===== src/hdl/bbw_pkg.sv =====
// Package for the bracket branch weigher: symbol codes, widths and the
// stack control struct. No dependencies.
package bbw_pkg;

  localparam int WEIGHT_W        = 16;
  localparam int TOTAL_W         = 32;
  localparam int CODE_W          = 8;
  localparam int STACK_DEPTH_DEF = 64;

  localparam logic [CODE_W-1:0] CODE_STEM  = 8'd0;
  localparam logic [CODE_W-1:0] CODE_OPEN  = 8'd8;
  localparam logic [CODE_W-1:0] CODE_CLOSE = 8'd9;

  typedef struct packed {
    logic push;
    logic pop;
  } stack_op_t;

endpackage


===== src/hdl/bbw_cell.sv =====
// One entry of the shift stack: takes the entry above on push, the entry
// below on pop, otherwise holds. Depends on bbw_pkg.
module bbw_cell
  import bbw_pkg::*;
(
  input  logic                clk,
  input  stack_op_t           op,
  input  logic [WEIGHT_W-1:0] from_above,
  input  logic [WEIGHT_W-1:0] from_below,
  output logic [WEIGHT_W-1:0] entry
);

  always_ff @(posedge clk) begin
    if (op.push) begin
      entry <= from_above;
    end else if (op.pop) begin
      entry <= from_below;
    end
  end

endmodule


===== src/hdl/bbw_stack.sv =====
// Row of bbw_cell entries forming a shift stack with the top in cell 0.
// Depends on bbw_pkg and bbw_cell.
module bbw_stack
  import bbw_pkg::*;
#(
  parameter int STACK_DEPTH = STACK_DEPTH_DEF
) (
  input  logic                clk,
  input  stack_op_t           op,
  input  logic [WEIGHT_W-1:0] push_data,
  output logic [WEIGHT_W-1:0] top
);

  logic [WEIGHT_W-1:0] entries [STACK_DEPTH];

  for (genvar i = 0; i < STACK_DEPTH; i++) begin : g_cell
    logic [WEIGHT_W-1:0] above;
    logic [WEIGHT_W-1:0] below;

    if (i == 0) begin : g_first
      assign above = push_data;
    end else begin : g_mid
      assign above = entries[i-1];
    end

    if (i == STACK_DEPTH - 1) begin : g_last
      assign below = '0;
    end else begin : g_inner
      assign below = entries[i+1];
    end

    bbw_cell u_cell (
      .clk        (clk),
      .op         (op),
      .from_above (above),
      .from_below (below),
      .entry      (entries[i])
    );
  end

  assign top = entries[0];

endmodule


===== src/hdl/bracket_branch_weigher.sv =====
// Top level of the bracket branch weigher: symbol decode, running weight,
// total sum and a two-deep output buffer. Depends on bbw_pkg and bbw_stack.
//
//  channel | signals                                      | direction
//  --------+----------------------------------------------+----------
//  input   | in_valid, in_ready, symbol_code, last_symbol | into block
//  output  | out_valid, out_ready, element_weight,        | out of block
//          | total_weight, done_res                       |
//
// Each symbol is decoded and its stack push or pop done in the cycle it is
// accepted; its result is registered in the main or, on a stall, the skid
// register. One transaction per cycle is sustained while in_ready is high;
// the combinational update of the running weight against the top stack
// cell sets that figure. The output side has a main and a skid register, so
// one more symbol is accepted after the output stalls; in_ready drops only
// when the skid register is occupied.
// Synchronous reset clears the running weight, count, total, skip flag and
// both output valids; stack cells are not reset.
module bracket_branch_weigher
  import bbw_pkg::*;
#(
  parameter int STACK_DEPTH = STACK_DEPTH_DEF
) (
  input  logic                clk,
  input  logic                rst,
  input  logic                in_valid,
  output logic                in_ready,
  input  logic [CODE_W-1:0]   symbol_code,
  input  logic                last_symbol,
  output logic                out_valid,
  input  logic                out_ready,
  output logic [WEIGHT_W-1:0] element_weight,
  output logic [TOTAL_W-1:0]  total_weight,
  output logic                done_res
);

  localparam int CNT_W = $clog2(STACK_DEPTH + 1);
  localparam logic [WEIGHT_W-1:0] W16_MAX = '1;
  localparam logic [TOTAL_W-1:0]  W32_MAX = '1;

  // String state
  logic [WEIGHT_W-1:0] running_weight, running_weight_next;
  logic [CNT_W-1:0]    stack_count, stack_count_next;
  logic [TOTAL_W-1:0]  total_sum, total_sum_next;
  logic                skip_next, skip_next_next;

  // Output buffer: main and skid registers
  logic                skid_valid;
  logic [WEIGHT_W-1:0] skid_elem;
  logic [TOTAL_W-1:0]  skid_total;
  logic                skid_done;

  logic                in_fire;
  logic [WEIGHT_W-1:0] stack_top;
  stack_op_t           stack_op;
  logic [WEIGHT_W-1:0] elem;
  logic [TOTAL_W-1:0]  res_total;
  logic                stack_full;
  logic                stack_empty;
  logic [WEIGHT_W:0]   add_one;
  logic [WEIGHT_W:0]   add_two;
  logic [WEIGHT_W:0]   add_pop;
  logic [TOTAL_W:0]    sum_wide;

  assign in_ready    = !skid_valid;
  assign in_fire     = in_valid && in_ready;
  assign stack_full  = (stack_count == CNT_W'(STACK_DEPTH));
  assign stack_empty = (stack_count == '0);

  assign add_one = {1'b0, running_weight} + (WEIGHT_W+1)'(1);
  assign add_two = {1'b0, running_weight} + (WEIGHT_W+1)'(2);
  assign add_pop = {1'b0, running_weight} + {1'b0, stack_top};

  // Decode one symbol; a pending skip swallows it whatever its code
  always_comb begin
    running_weight_next = running_weight;
    stack_count_next    = stack_count;
    skip_next_next      = skip_next;
    elem                = '0;
    stack_op            = '0;
    if (skip_next) begin
      skip_next_next = 1'b0;
    end else begin
      unique case (symbol_code)
        CODE_STEM: begin
          running_weight_next = add_one[WEIGHT_W] ? W16_MAX : add_one[WEIGHT_W-1:0];
          elem                = running_weight_next;
        end
        CODE_CLOSE: begin
          elem = WEIGHT_W'(1);
          if (stack_full) begin
            // Recursion guard: no push, bump by two and drop the next symbol
            running_weight_next = add_two[WEIGHT_W] ? W16_MAX : add_two[WEIGHT_W-1:0];
            skip_next_next      = 1'b1;
          end else begin
            stack_op.push       = 1'b1;
            stack_count_next    = stack_count + CNT_W'(1);
            running_weight_next = WEIGHT_W'(1);
          end
        end
        CODE_OPEN: begin
          if (!stack_empty) begin
            stack_op.pop        = 1'b1;
            stack_count_next    = stack_count - CNT_W'(1);
            running_weight_next = add_pop[WEIGHT_W] ? W16_MAX : add_pop[WEIGHT_W-1:0];
          end
        end
        default: begin
        end
      endcase
    end
    sum_wide       = {1'b0, total_sum} + (TOTAL_W+1)'(elem);
    total_sum_next = sum_wide[TOTAL_W] ? W32_MAX : sum_wide[TOTAL_W-1:0];
    res_total      = last_symbol ? total_sum_next : '0;
  end

  bbw_stack #(
    .STACK_DEPTH (STACK_DEPTH)
  ) u_stack (
    .clk       (clk),
    .op        (in_fire ? stack_op : stack_op_t'('0)),
    .push_data (running_weight),
    .top       (stack_top)
  );

  // Advance string state on each accepted transaction; clear after the last
  always_ff @(posedge clk) begin
    if (rst) begin
      running_weight <= '0;
      stack_count    <= '0;
      total_sum      <= '0;
      skip_next      <= 1'b0;
    end else if (in_fire) begin
      if (last_symbol) begin
        running_weight <= '0;
        stack_count    <= '0;
        total_sum      <= '0;
        skip_next      <= 1'b0;
      end else begin
        running_weight <= running_weight_next;
        stack_count    <= stack_count_next;
        total_sum      <= total_sum_next;
        skip_next      <= skip_next_next;
      end
    end
  end

  // Output register with skid: refill main from skid first, park in skid on stall
  always_ff @(posedge clk) begin
    if (rst) begin
      out_valid  <= 1'b0;
      skid_valid <= 1'b0;
    end else if (!out_valid || out_ready) begin
      if (skid_valid) begin
        out_valid  <= 1'b1;
        skid_valid <= 1'b0;
      end else begin
        out_valid <= in_fire;
      end
    end else if (in_fire) begin
      skid_valid <= 1'b1;
    end
  end

  always_ff @(posedge clk) begin
    if (!out_valid || out_ready) begin
      if (skid_valid) begin
        element_weight <= skid_elem;
        total_weight   <= skid_total;
        done_res       <= skid_done;
      end else if (in_fire) begin
        element_weight <= elem;
        total_weight   <= res_total;
        done_res       <= last_symbol;
      end
    end else if (in_fire) begin
      skid_elem  <= elem;
      skid_total <= res_total;
      skid_done  <= last_symbol;
    end
  end

`ifndef SYNTHESIS
  a_count_bound: assert property (@(posedge clk) disable iff (rst)
    stack_count <= CNT_W'(STACK_DEPTH))
    else $error("stack count beyond depth");

  a_skid_implies_main: assert property (@(posedge clk) disable iff (rst)
    skid_valid |-> out_valid)
    else $error("skid register holds data while main register is empty");

  a_clear_after_last: assert property (@(posedge clk) disable iff (rst)
    in_fire && last_symbol |=> stack_count == '0 && total_sum == '0 && !skip_next)
    else $error("string state not cleared after last symbol");

  a_skip_one_shot: assert property (@(posedge clk) disable iff (rst)
    in_fire && skip_next |=> !skip_next)
    else $error("skip flag survived a skipped symbol");
`endif

endmodule

===== config.mk =====
export PLATFORM = sky130hd
export DESIGN_NAME = bracket_branch_weigher
export DESIGN_NICKNAME = d
export VERILOG_FILES = /design/src/hdl/bbw_pkg.sv /design/src/hdl/bbw_cell.sv /design/src/hdl/bbw_stack.sv /design/src/hdl/bracket_branch_weigher.sv
export SDC_FILE = /design/constraint.sdc
export NUM_CORES = 1
export LEC_CHECK = 0
export BUFFER_PORTS_ARGS = -buffer_cell sky130_fd_sc_hd__buf_2
export CAP_MARGIN = 20
export CELL_PAD_IN_SITES_DETAIL_PLACEMENT = 0
export CELL_PAD_IN_SITES_GLOBAL_PLACEMENT = 1
export CORE_MARGIN = 5
export CORE_UTILIZATION = 50
export DETAILED_ROUTE_END_ITERATION = 10
export PLACE_DENSITY = 0.83
export SYNTH_ARGS = -nofsm -noshare
export SYNTH_HDL_FRONTEND = slang
export SYNTH_HIERARCHICAL = 1
export SYNTH_SLANG_ARGS = --single-unit

===== constraint.sdc =====
create_clock -name clk -period 12.35 [get_ports clk]
set_clock_uncertainty 0.1 [all_clocks]
set_input_delay 1.235 -clock clk [delete_from_list [all_inputs] [get_ports clk]]
set_output_delay 1.235 -clock clk [all_outputs]
set_load 0.05 [all_outputs]

After elaboration in Yosys (flattened, before gate mapping)
Index checks and enable logic that the tools add are counted.
Storage, ports and cells
  bits in registers: 1180
  input port bits: 13
  output and inout bits: 51
  logic and storage cells: 267
Cells by class
  add/sub/neg operators: 6
  eq/ne operators: 6
  multiplexer cells: 163
  bitwise gates (word level): 1
  reduce and logical (&&, ||, !) cells: 15
Operator list (count)
  two-way mux 16 bit: 138
  two-way mux 32 bit: 5
  one-hot mux 16 bit (3 select lines): 1
  adder 32 x 16 -> 33 bit: 1
  one-hot mux 16 bit (2 select lines): 1
  two-way mux 7 bit: 4
  adder 16 x 1 -> 17 bit (second input constant): 1
  adder 16 x 16 -> 17 bit: 1
  adder 16 x 2 -> 17 bit (second input constant): 1
  equality test 8 x 4 -> 1 bit (second input constant): 2
  one-hot mux 7 bit (2 select lines): 1
  two-way mux 1 bit: 11
  zero test 8 bit: 1
  adder 7 x 1 -> 7 bit (second input constant): 1
  equality test 7 bit (second input constant): 1
  zero test 7 bit: 1
  subtractor 7 x 1 -> 7 bit (second input constant): 1
  != test 3 bit (second input constant): 2
  AND reduction 5 bit: 1
  two-way mux 2 bit: 2
  AND reduction 2 bit: 2
  AND reduction 4 bit: 1
  nonzero test 2 bit: 2
  nonzero test 4 bit: 1
  other kinds (7): 8

Longest topological paths before layout
Gate-level depths: netlist (run 1).
  word-level depth: 9
  mapped depth: 16
  mapped depth without buffers: 15

Hierarchy
The synthesis (run 1) kept the hierarchy.
By module, submodules not included
  bbw_cell: instances 64, cells an instance 35, area an instance 732.0 µm², sequential area each 480.5 µm²
  bracket_branch_weigher: instances 1, cells an instance 1046, area an instance 9674.3 µm², sequential area each 4103.9 µm²
  bbw_stack: instances 1, cells an instance 1, area an instance 3.8 µm², sequential area each 0.0 µm²

Least setup slack after synthesis (run 1)
No wires, ideal clock.
  path type: input port to flip-flop
  start point: input port symbol_code[1]
  end point: register u_stack.g_cell[0].u_cell.entry[0], enable pin
  library setup time: 0.373 ns
  arrival: 5.249 ns
  data required time: 11.877 ns
  slack: 6.628 ns
  cell stages on the path: 8
  path buffers: 4
  cells stage by stage: nor4_4 > and3_1 > clkbuf_1 > clkbuf_1 > and4_1 > buf_6 > buf_12 > or2_1
Between the ends
  cells in the longest elaborated chain, start to end: 5
  elaborated cells on any way between the ends: 7
  those cells by class: eq/ne: 2; mux: 4; reduce/logical: 1
RTL lines
  start, declared: RTL line bracket_branch_weigher.sv:28  | input logic [CODE_W-1:0] symbol_code,
  equality test 8 x 4 -> 1 bit: RTL line bracket_branch_weigher.sv:84  | unique case (symbol_code)
  two-way mux 1 bit: RTL line bracket_branch_weigher.sv:84
  two-way mux 2 bit *: RTL line bracket_branch_weigher.sv:81  | if (skip_next) begin
  two-way mux 2 bit *: RTL line bracket_branch_weigher.sv:121  | .op (in_fire ? stack_op : stack_op_t'('0)),
  nonzero test 2 bit (no line) *
  end signal, assigned: RTL line bbw_cell.sv:15  | entry <= from_above;
  end signal, assigned: RTL line bbw_cell.sv:17  | entry <= from_below;
  end, declared: RTL line bbw_cell.sv:10  | output logic [WEIGHT_W-1:0] entry
Mark *: on every way between the ends. The rest lies on a longest branch, timed or not.
A chain may end at the register's enable or synchronous reset.

Final worst setup path (run 1)
  start point: register running_weight[1]
  end point: register total_weight[27], data pin
Between the ends
  cells in the longest elaborated chain, start to end: 9
RTL lines
  start, declared: RTL line bracket_branch_weigher.sv:42  | logic [WEIGHT_W-1:0] running_weight, running_weight_next;
  start signal, assigned: RTL line bracket_branch_weigher.sv:140  | running_weight <= running_weight_next;
  adder 16 x 1 -> 17 bit: RTL line bracket_branch_weigher.sv:70  | assign add_one = {1'b0, running_weight} + (WEIGHT_W+1)'(1);
  two-way mux 16 bit: RTL line bracket_branch_weigher.sv:86  | running_weight_next = add_one[WEIGHT_W] ? W16_MAX : add_one[WEIGHT_W-1:0];
  one-hot mux 16 bit (2 select lines): RTL line bracket_branch_weigher.sv:84
  two-way mux 16 bit: RTL line bracket_branch_weigher.sv:81
  via elem[0]: RTL line bracket_branch_weigher.sv:56  | logic [WEIGHT_W-1:0] elem;
  adder 32 x 16 -> 33 bit: RTL line bracket_branch_weigher.sv:112  | sum_wide = {1'b0, total_sum} + (TOTAL_W+1)'(elem);
  two-way mux 32 bit: RTL line bracket_branch_weigher.sv:113  | total_sum_next = sum_wide[TOTAL_W] ? W32_MAX : sum_wide[TOTAL_W-1:0];
  two-way mux 32 bit: RTL line bracket_branch_weigher.sv:114  | res_total = last_symbol ? total_sum_next : '0;
  two-way mux 32 bit: RTL line bracket_branch_weigher.sv:171  | end else if (in_fire) begin
  two-way mux 32 bit: RTL line bracket_branch_weigher.sv:167  | if (skid_valid) begin
  end signal, assigned: RTL line bracket_branch_weigher.sv:169  | total_weight <= skid_total;
  end signal, assigned: RTL line bracket_branch_weigher.sv:173  | total_weight <= res_total;
  end, declared: RTL line bracket_branch_weigher.sv:33  | output logic [TOTAL_W-1:0] total_weight,
The timed path passes the listed nets, and every way through them passes these cells. The select of a mux whose other input is x is not followed.

==> results of run 1 <==
cell type report:
| cell class | instances | share of cell area |
|---|---|---|
| multi-input cells | 1903 | 0.319 |
| clock inverters | 77 | 0.0125 |
| flip-flops and latches | 1180 | 0.575 |
| repair buffers | 86 | 0.00962 |
| well taps | 1500 | 0.0310 |
| inverters | 33 | 0.00204 |
| clock buffers | 141 | 0.0505 |
power breakdown:
group	total, µW	internal, µW	switching (µW)
Clock	3530	2020	1510
Sequential	4340	4340	5.39
Combinational	116	31.5	84.8
per-layer routing:
| layer | routed length [µm] | track usage | part of all wire | up-vias |
|---|---|---|---|---|
| met4 | 1980 | 0.0386 | 0.020 | 0 |
| met3 | 3850 | 0.0227 | 0.038 | 141 |
| met5 | 0 | 0 | 0 | - |
| met2 | 46300 | 0.250 | 0.46 | 568 |
| met1 | 48200 | 0.239 | 0.48 | 14000 |
| li1 | - | - | - | 12900 |
cell families after synthesis:
kind of cell             after synthesis  synth area share
multiplexers                        1054             0.248
AO/OA/AOI/OAI                        340            0.0396
XOR/XNOR                              40           0.00620
buffers and inverters                219            0.0422
other                                  1         0.0000663
flip-flops                          1180             0.617
adder cells (fa/ha/maj)               42           0.00970
AND/OR/NAND/NOR                      411            0.0375
registers in the layout (all words and copies together) (netlist names), 7 cells and up:
signal / cells
running_weight: 16
skid_elem: 16
total_weight: 32
skid_total: 32
stack_count: 7
total_sum: 32
u_stack/g_cell.u_cell/entry: 1024
element_weight: 16
worst register-to-register path, stage by stage, from the launching register on:
cell      delay [ps]
dfxtp_1          490
ha_1             280
nand3_1          290
or4_1            900
a211o_1          400
a21oi_1          280
ha_1             280
fa_1             270
a211oi_1         120
o211ai_2         340
a21oi_4          140
o21ai_2          260
nand2_1          390
and3_1           340
o41ai_1          520
cells in the mapped netlist, types with 6 or more instances:
cell      number
nor2b_1        9
nand4_1       18
a21o_1        18
mux2_2       474
xor2_1        16
buf_2         15
xnor2_1       24
or2_1         64
a221oi_1       9
and3_1        20
o21a_1        20
nand2_1       92
or3_1          8
dfxtp_1       58
a211oi_1      18
mux2_4       576
ha_1          39
buf_6         65
o31ai_1       18
a21oi_1       83
a31oi_1       17
clkbuf_1      31
nor2_1        84
o41ai_1        6
edfxtp_1    1122
nand3_1       34
nor3_1        35
nor4_1         8
o21ai_0       80
buf_12        64
o211ai_1       8
inv_1         29
per-stage QoR:
stage | setup slack [ps] | std cells | utilization
2_1_floorplan | 6630 | 3302 | -
3_5_place_dp | 6200 | 4700 | 0.505
5_1_grt | 6380 | 4920 | 0.539
6_report | 6680 | 4920 | 0.539
3_3_place_gp | 6210 | 4700 | 0.505
4_1_cts | 6790 | 4918 | 0.539
worst paths after layout:
path	to	cells past startpoint	slack [ps]
worst min register to register	total_sum[6]	2	360
worst max register to register	total_weight[27]	14	6680
worst max-delay path	total_weight[27]	14	6680
worst min-delay path	total_sum[6]	2	360
==> impl_metrics.toml, run 1 <==
[pwr]
p_leak_uw = 0.0198
power_uw = 7980
power_density_nw_per_um2 = 132
ir_drop_mv = 0.113

[sta]
rsz0062_at_grt = "no"
holdWs_ps = 359
tns_ps = 0
timing.fmax_mhz = 176
worst_pin_slew_ps = 1240
maxSlewHeadroom = 0.171
setup_viol = 0
fin_crit_ps = 5670
report.final.slew_viol_count = 0
finalCritPeriodShare = 0.459
hold_violations = 0

[critical_path]
crit_fanout = 14
cp_top_family = "compound AO/OA/AOI/OAI gates"
required_ps = 12670
start_kind = "flip-flop"
arrival_ps = 5990
critical_path.endpoint_type = "flip-flop"
crit_top_cell = "ha_1"
critical_path_class = "flip-flop to flip-flop"
crit_buf_inv = 0
worstPathCellList = "ha_1 > nand3_1 > or4_1 > a211o_1 > a21oi_1 > ha_1 > fa_1 > a211oi_1 > o211ai_2 > a21oi_4 > o21ai_2 > nand2_1 > and3_1 > o41ai_1"
crit_path_max_incr_delay_ps = 890
reg2reg_from = "running_weight[1]"
startpoint = "running_weight[1]"
cp_slowest_cell = "or4_1"

[placement]
gp_congestion = 0.826
dp_hpwl_um = 64400
dpl-instance-area_um2 = 56700
port_buffers = 63

[grt]
grt_pass1_vias = 28000
grt-ovfl-total = 0
antenna_found_initial = 1
globalRouteTotalUtil = 0.160
grt_max_degree = 163
grt_pass1_wl_um = 159000

[synthesis]
yosys_warnings = 6
synth_top_area_cell = "edfxtp_1"
synthCells = 3287
synth-seq-cells = 1180
synthesis.area_um2 = 56500
yosysSeqAreaShare = 0.617
ys_types = 86
ys.flop_type = "edfxtp_1"
synth_top_cells_by_area = "edfxtp_1 (60%), mux2_4 (15%), mux2_2 (9.4%)"
synth_top_area_share = 0.596
synth-edff-count = 1122
async_flop_share = 0
syn_avg_cell_area_um2 = 17.2

[clocking]
numCtsBuffers = 117
cts_resized = 0
post-cts-setup-buffers = 0
cts_max_path_buffers = 3
holdBufCountCts = 0
path_clk_slew_ps = 60
cts.sinks = 1180
htree_levels = 3
clk_latency_ps = 700
cts_tree = "yes"
ctsRootBufferMaster = "clkbuf_16"

[floorplan]
coreArea_um2 = 112000
die-area_um2 = 120000
num_rows = 123
chipWidth_um = 346
initial_utilization = 0.503
io_pins = 64
die-height_um = 346

[routing]
wire_per_inst_um = 20.4
ant_nets = 0
routed_wl_um = 100000
drtIter0Drc = 2376
firstDrtPassIters = 7
vias_per_cell = 5.61
route.detailed.drc = 0
vias = 27600

[layout]
final_cell_mix = "edfxtp_1 (1,122), mux2_4 (576), mux2_2 (474)"
final_common_cell = "edfxtp_1"
antenna_cells = 0
syn2layout_area_growth_pct = 7.23
multi_input_area_um2 = 19400
seq_area_um2 = 34900
final_cell_area_um2 = 60600
fill_cells = 8858
drive_gt1_frac = 0.389
final_nets = 3376

[min_path]
min_from = "total_sum[6]"
holdCritPathClass = "flip-flop to flip-flop"

[status]
status = "finished, final reports clean"

[run]
maxCapViolations = 0
Note: power is estimated with default switching activity, not from simulation.
==> inputs of run 2 (changes only) <==
--- a/config.mk
+++ b/config.mk
@@ -5,6 +5,7 @@
 export SDC_FILE = /design/constraint.sdc
 export NUM_CORES = 1
 export LEC_CHECK = 0
+export ABC_AREA = 1
 export BUFFER_PORTS_ARGS = -buffer_cell sky130_fd_sc_hd__buf_2
 export CAP_MARGIN = 20
 export CELL_PAD_IN_SITES_DETAIL_PLACEMENT = 0
@@ -12,7 +13,7 @@
 export CORE_MARGIN = 5
 export CORE_UTILIZATION = 50
 export DETAILED_ROUTE_END_ITERATION = 10
-export PLACE_DENSITY = 0.83
+export PLACE_DENSITY = 0.9
 export SYNTH_ARGS = -nofsm -noshare
 export SYNTH_HDL_FRONTEND = slang
 export SYNTH_HIERARCHICAL = 1
==> constraint.sdc (replaced) <==
create_clock -name clk -period 5.5 [get_ports clk]
set_clock_uncertainty 0.1 [all_clocks]
set_input_delay 0.55 -clock clk [delete_from_list [all_inputs] [get_ports clk]]
set_output_delay 0.55 -clock clk [all_outputs]
set_load 0.05 [all_outputs]
==> impl_metrics.toml, run 2 <==
[pwr]
clockPowerShare = 0.438
seqPwrFrac = 0.546
power_density_nw_per_um2 = 295
internal_power_uw = 14200
swShare = 0.204
pwr-share-comb = 0.015
ir_drop_mv = 0.243
p_leak_uw = 0.0247
switchingPower_uw = 3640

[grt]
grt_max_degree = 123
grt_pass1_vias = 38000
antenna_found_initial = 0
grt-ovfl-total = 0
globalRouteTotalUtil = 0.193
grt_pass1_wl_um = 196000

[layout]
largest_reg_flops = 1024
final_cells = 7511
final_nets = 5952
drive_gt1_frac = 0.117
top_register = "u_stack/g_cell.u_cell/entry"
final_common_cell = "nand2_1"
antenna_cells = 0
final_cell_mix = "nand2_1 (3,260), edfxtp_1 (1,122), nand2_2 (331)"
syn2layout_area_growth_pct = 6.21
fill_cells = 10200

[sta]
tns_ps = 0
timing.fmax_mhz = 234
maxSlewHeadroom = 0.376
worst_pin_slew_ps = 935
setup_viol = 0
finalCritPeriodShare = 0.778
hold_violations = 0
rsz0062_at_grt = "no"
report.final.slew_viol_count = 0
fin_crit_ps = 4280
setup_ws_ps = 1220

[clocking]
ctsRootBufferMaster = "clkbuf_16"
holdBufCountCts = 0
numCtsBuffers = 120
path_clk_slew_ps = 60
cts_tree = "yes"
cts_max_path_buffers = 3
post-cts-setup-buffers = 0
clk_latency_ps = 710
cts.sinks = 1180
cts_resized = 0
htree_levels = 3

[routing]
drtIter0Drc = 3349
wl_met1_um = 56700
met3RoutedLength_um = 5560
wl_met2_um = 54000
route.detailed.drc = 0
vias = 38400
top_layer = "met4"
wire_per_inst_um = 15.8
firstDrtPassIters = 5
vias_per_cell = 5.11
ant_nets = 0
routed_wl_um = 119000

[synthesis]
yosys_warnings = 6
synth_top_area_cell = "edfxtp_1"
synth_common_cells = "nand2_1 (3,260), edfxtp_1 (1,122), nand2_2 (331)"
synth_top_cells_by_area = "edfxtp_1 (59%), nand2_1 (21%), nand2_2 (3.6%)"
ys_types = 44
synthCells = 5889
yosysSeqAreaShare = 0.610
async_flop_share = 0
synth-seq-cells = 1180
ys.flop_type = "edfxtp_1"
post-synth-top-count-cell = "nand2_1"
syn_avg_cell_area_um2 = 9.70
synth-edff-count = 1122
synth_top_area_share = 0.590
synthesis.area_um2 = 57100

[placement]
port_buffers = 63
place_ws_ps = 1010
place_inst = 7287
gp_congestion = 0.882
dp_hpwl_um = 81800

[critical_path]
arrival_ps = 4730
start_kind = "flip-flop"
startpoint = "running_weight[1]"
crit_fanout = 43
required_ps = 5950
reg2reg_from = "running_weight[1]"
critical_path_class = "flip-flop to flip-flop"
critical_path.endpoint_type = "flip-flop"

[floorplan]
io_pins = 64
die-area_um2 = 121000
num_rows = 124
die-height_um = 348
chipWidth_um = 348
initial_utilization = 0.501
coreArea_um2 = 114000

[status]
status = "finished, final reports clean"

[min_path]
holdCritPathClass = "primary input to flip-flop"
min_from = "in_valid"

[run]
maxCapViolations = 0
-- run 2: cell types whose count changed after synthesis, sizes merged, moves of 18 or more --
cell    before   now
buf        152   209
o21a        21     0
nor3        40    14
and3        20     2
nor2        86   127
a21oi       84   114
nand2       92  3591
a211oi      18     0
o31ai       18     0
mux2      1050     0
nand3       35   112
o21ai       84    49
inv         30   278
-- run 2: layout make-up --
type | count | area, µm² | share of cell area
clock buffers | 168 | 3290 | 0.0542
clock inverters | 56 | 457 | 0.00753
inverters | 278 | 1360 | 0.0225
multi-input cells | 4209 | 18000 | 0.297
flip-flops and latches | 1180 | 34900 | 0.575
well taps | 1512 | 1890 | 0.0312
repair buffers | 108 | 766 | 0.0126
-- run 2: routing by layer --
layer | GRT usage | up-vias
met5 | 0 | -
met2 | 0.305 | 887
met3 | 0.0234 | 182
li1 | - | 18900
met1 | 0.287 | 18400
met4 | 0.0485 | 0
-- run 2: metrics by stage --
step                power, µW  area (µm²)  utilization  hold WS [ps]
floorplan               10100       57200            -           350
global placement        10200       56900        0.500           371
detailed placement      10200       56900        0.500           382
CTS                     18000       60600        0.533          68.0
global route            18500       60600        0.533           127
finish                  17900       60600        0.533           120
-- run 2: kinds of logic (layout without fill, tap and decap cells) --
kind of cell,count (synthesis),in the layout,synth area share
AOI/OAI and AO/OA,180,180,0.0175
xor gates and xnor gates,33,33,0.00506
adders and majority gates,42,42,0.00960
buffers and inverters,515,610,0.0755
DFF,1180,1180,0.610
other,1,16,0.0000657
and+or+nand+nor,3938,3938,0.282
-- run 2: power groups by stage --
stage,Sequential (µW),Clock (µW),Combinational [µW]
2_1_floorplan,10000,0,123
3_3_place_gp,9950,0,268
3_5_place_dp,9950,0,273
4_1_cts,9760,8000,274
5_1_grt,9760,8410,294
6_report,9760,7830,272
-- run 2: final timing paths --
check / slack, ps / endpoint / cells after the start
worst max-delay path: 1220 / total_weight[29] / 19
worst min-delay path: 120 / out_valid / 3
worst max register to register: 1220 / total_weight[29] / 19
worst min register to register: 390 / stack_count[5] / 2
-- run 2: critical path, cell delays in order, from the launching register on --
cell and delay (ps):
dfxtp_1 480, ha_1 240, nand3_1 180, inv_2 100, nand2_1 100, nor2_4 260
nor2_1 90, o22ai_1 300, ha_1 260, fa_1 220, nand2_1 90, o21ai_1 300
nand2_1 100, nand2_1 130, nand2_1 90, nand2_2 120, nand3_4 410, nand3_1 290
nand2_1 90, o21ai_0 180
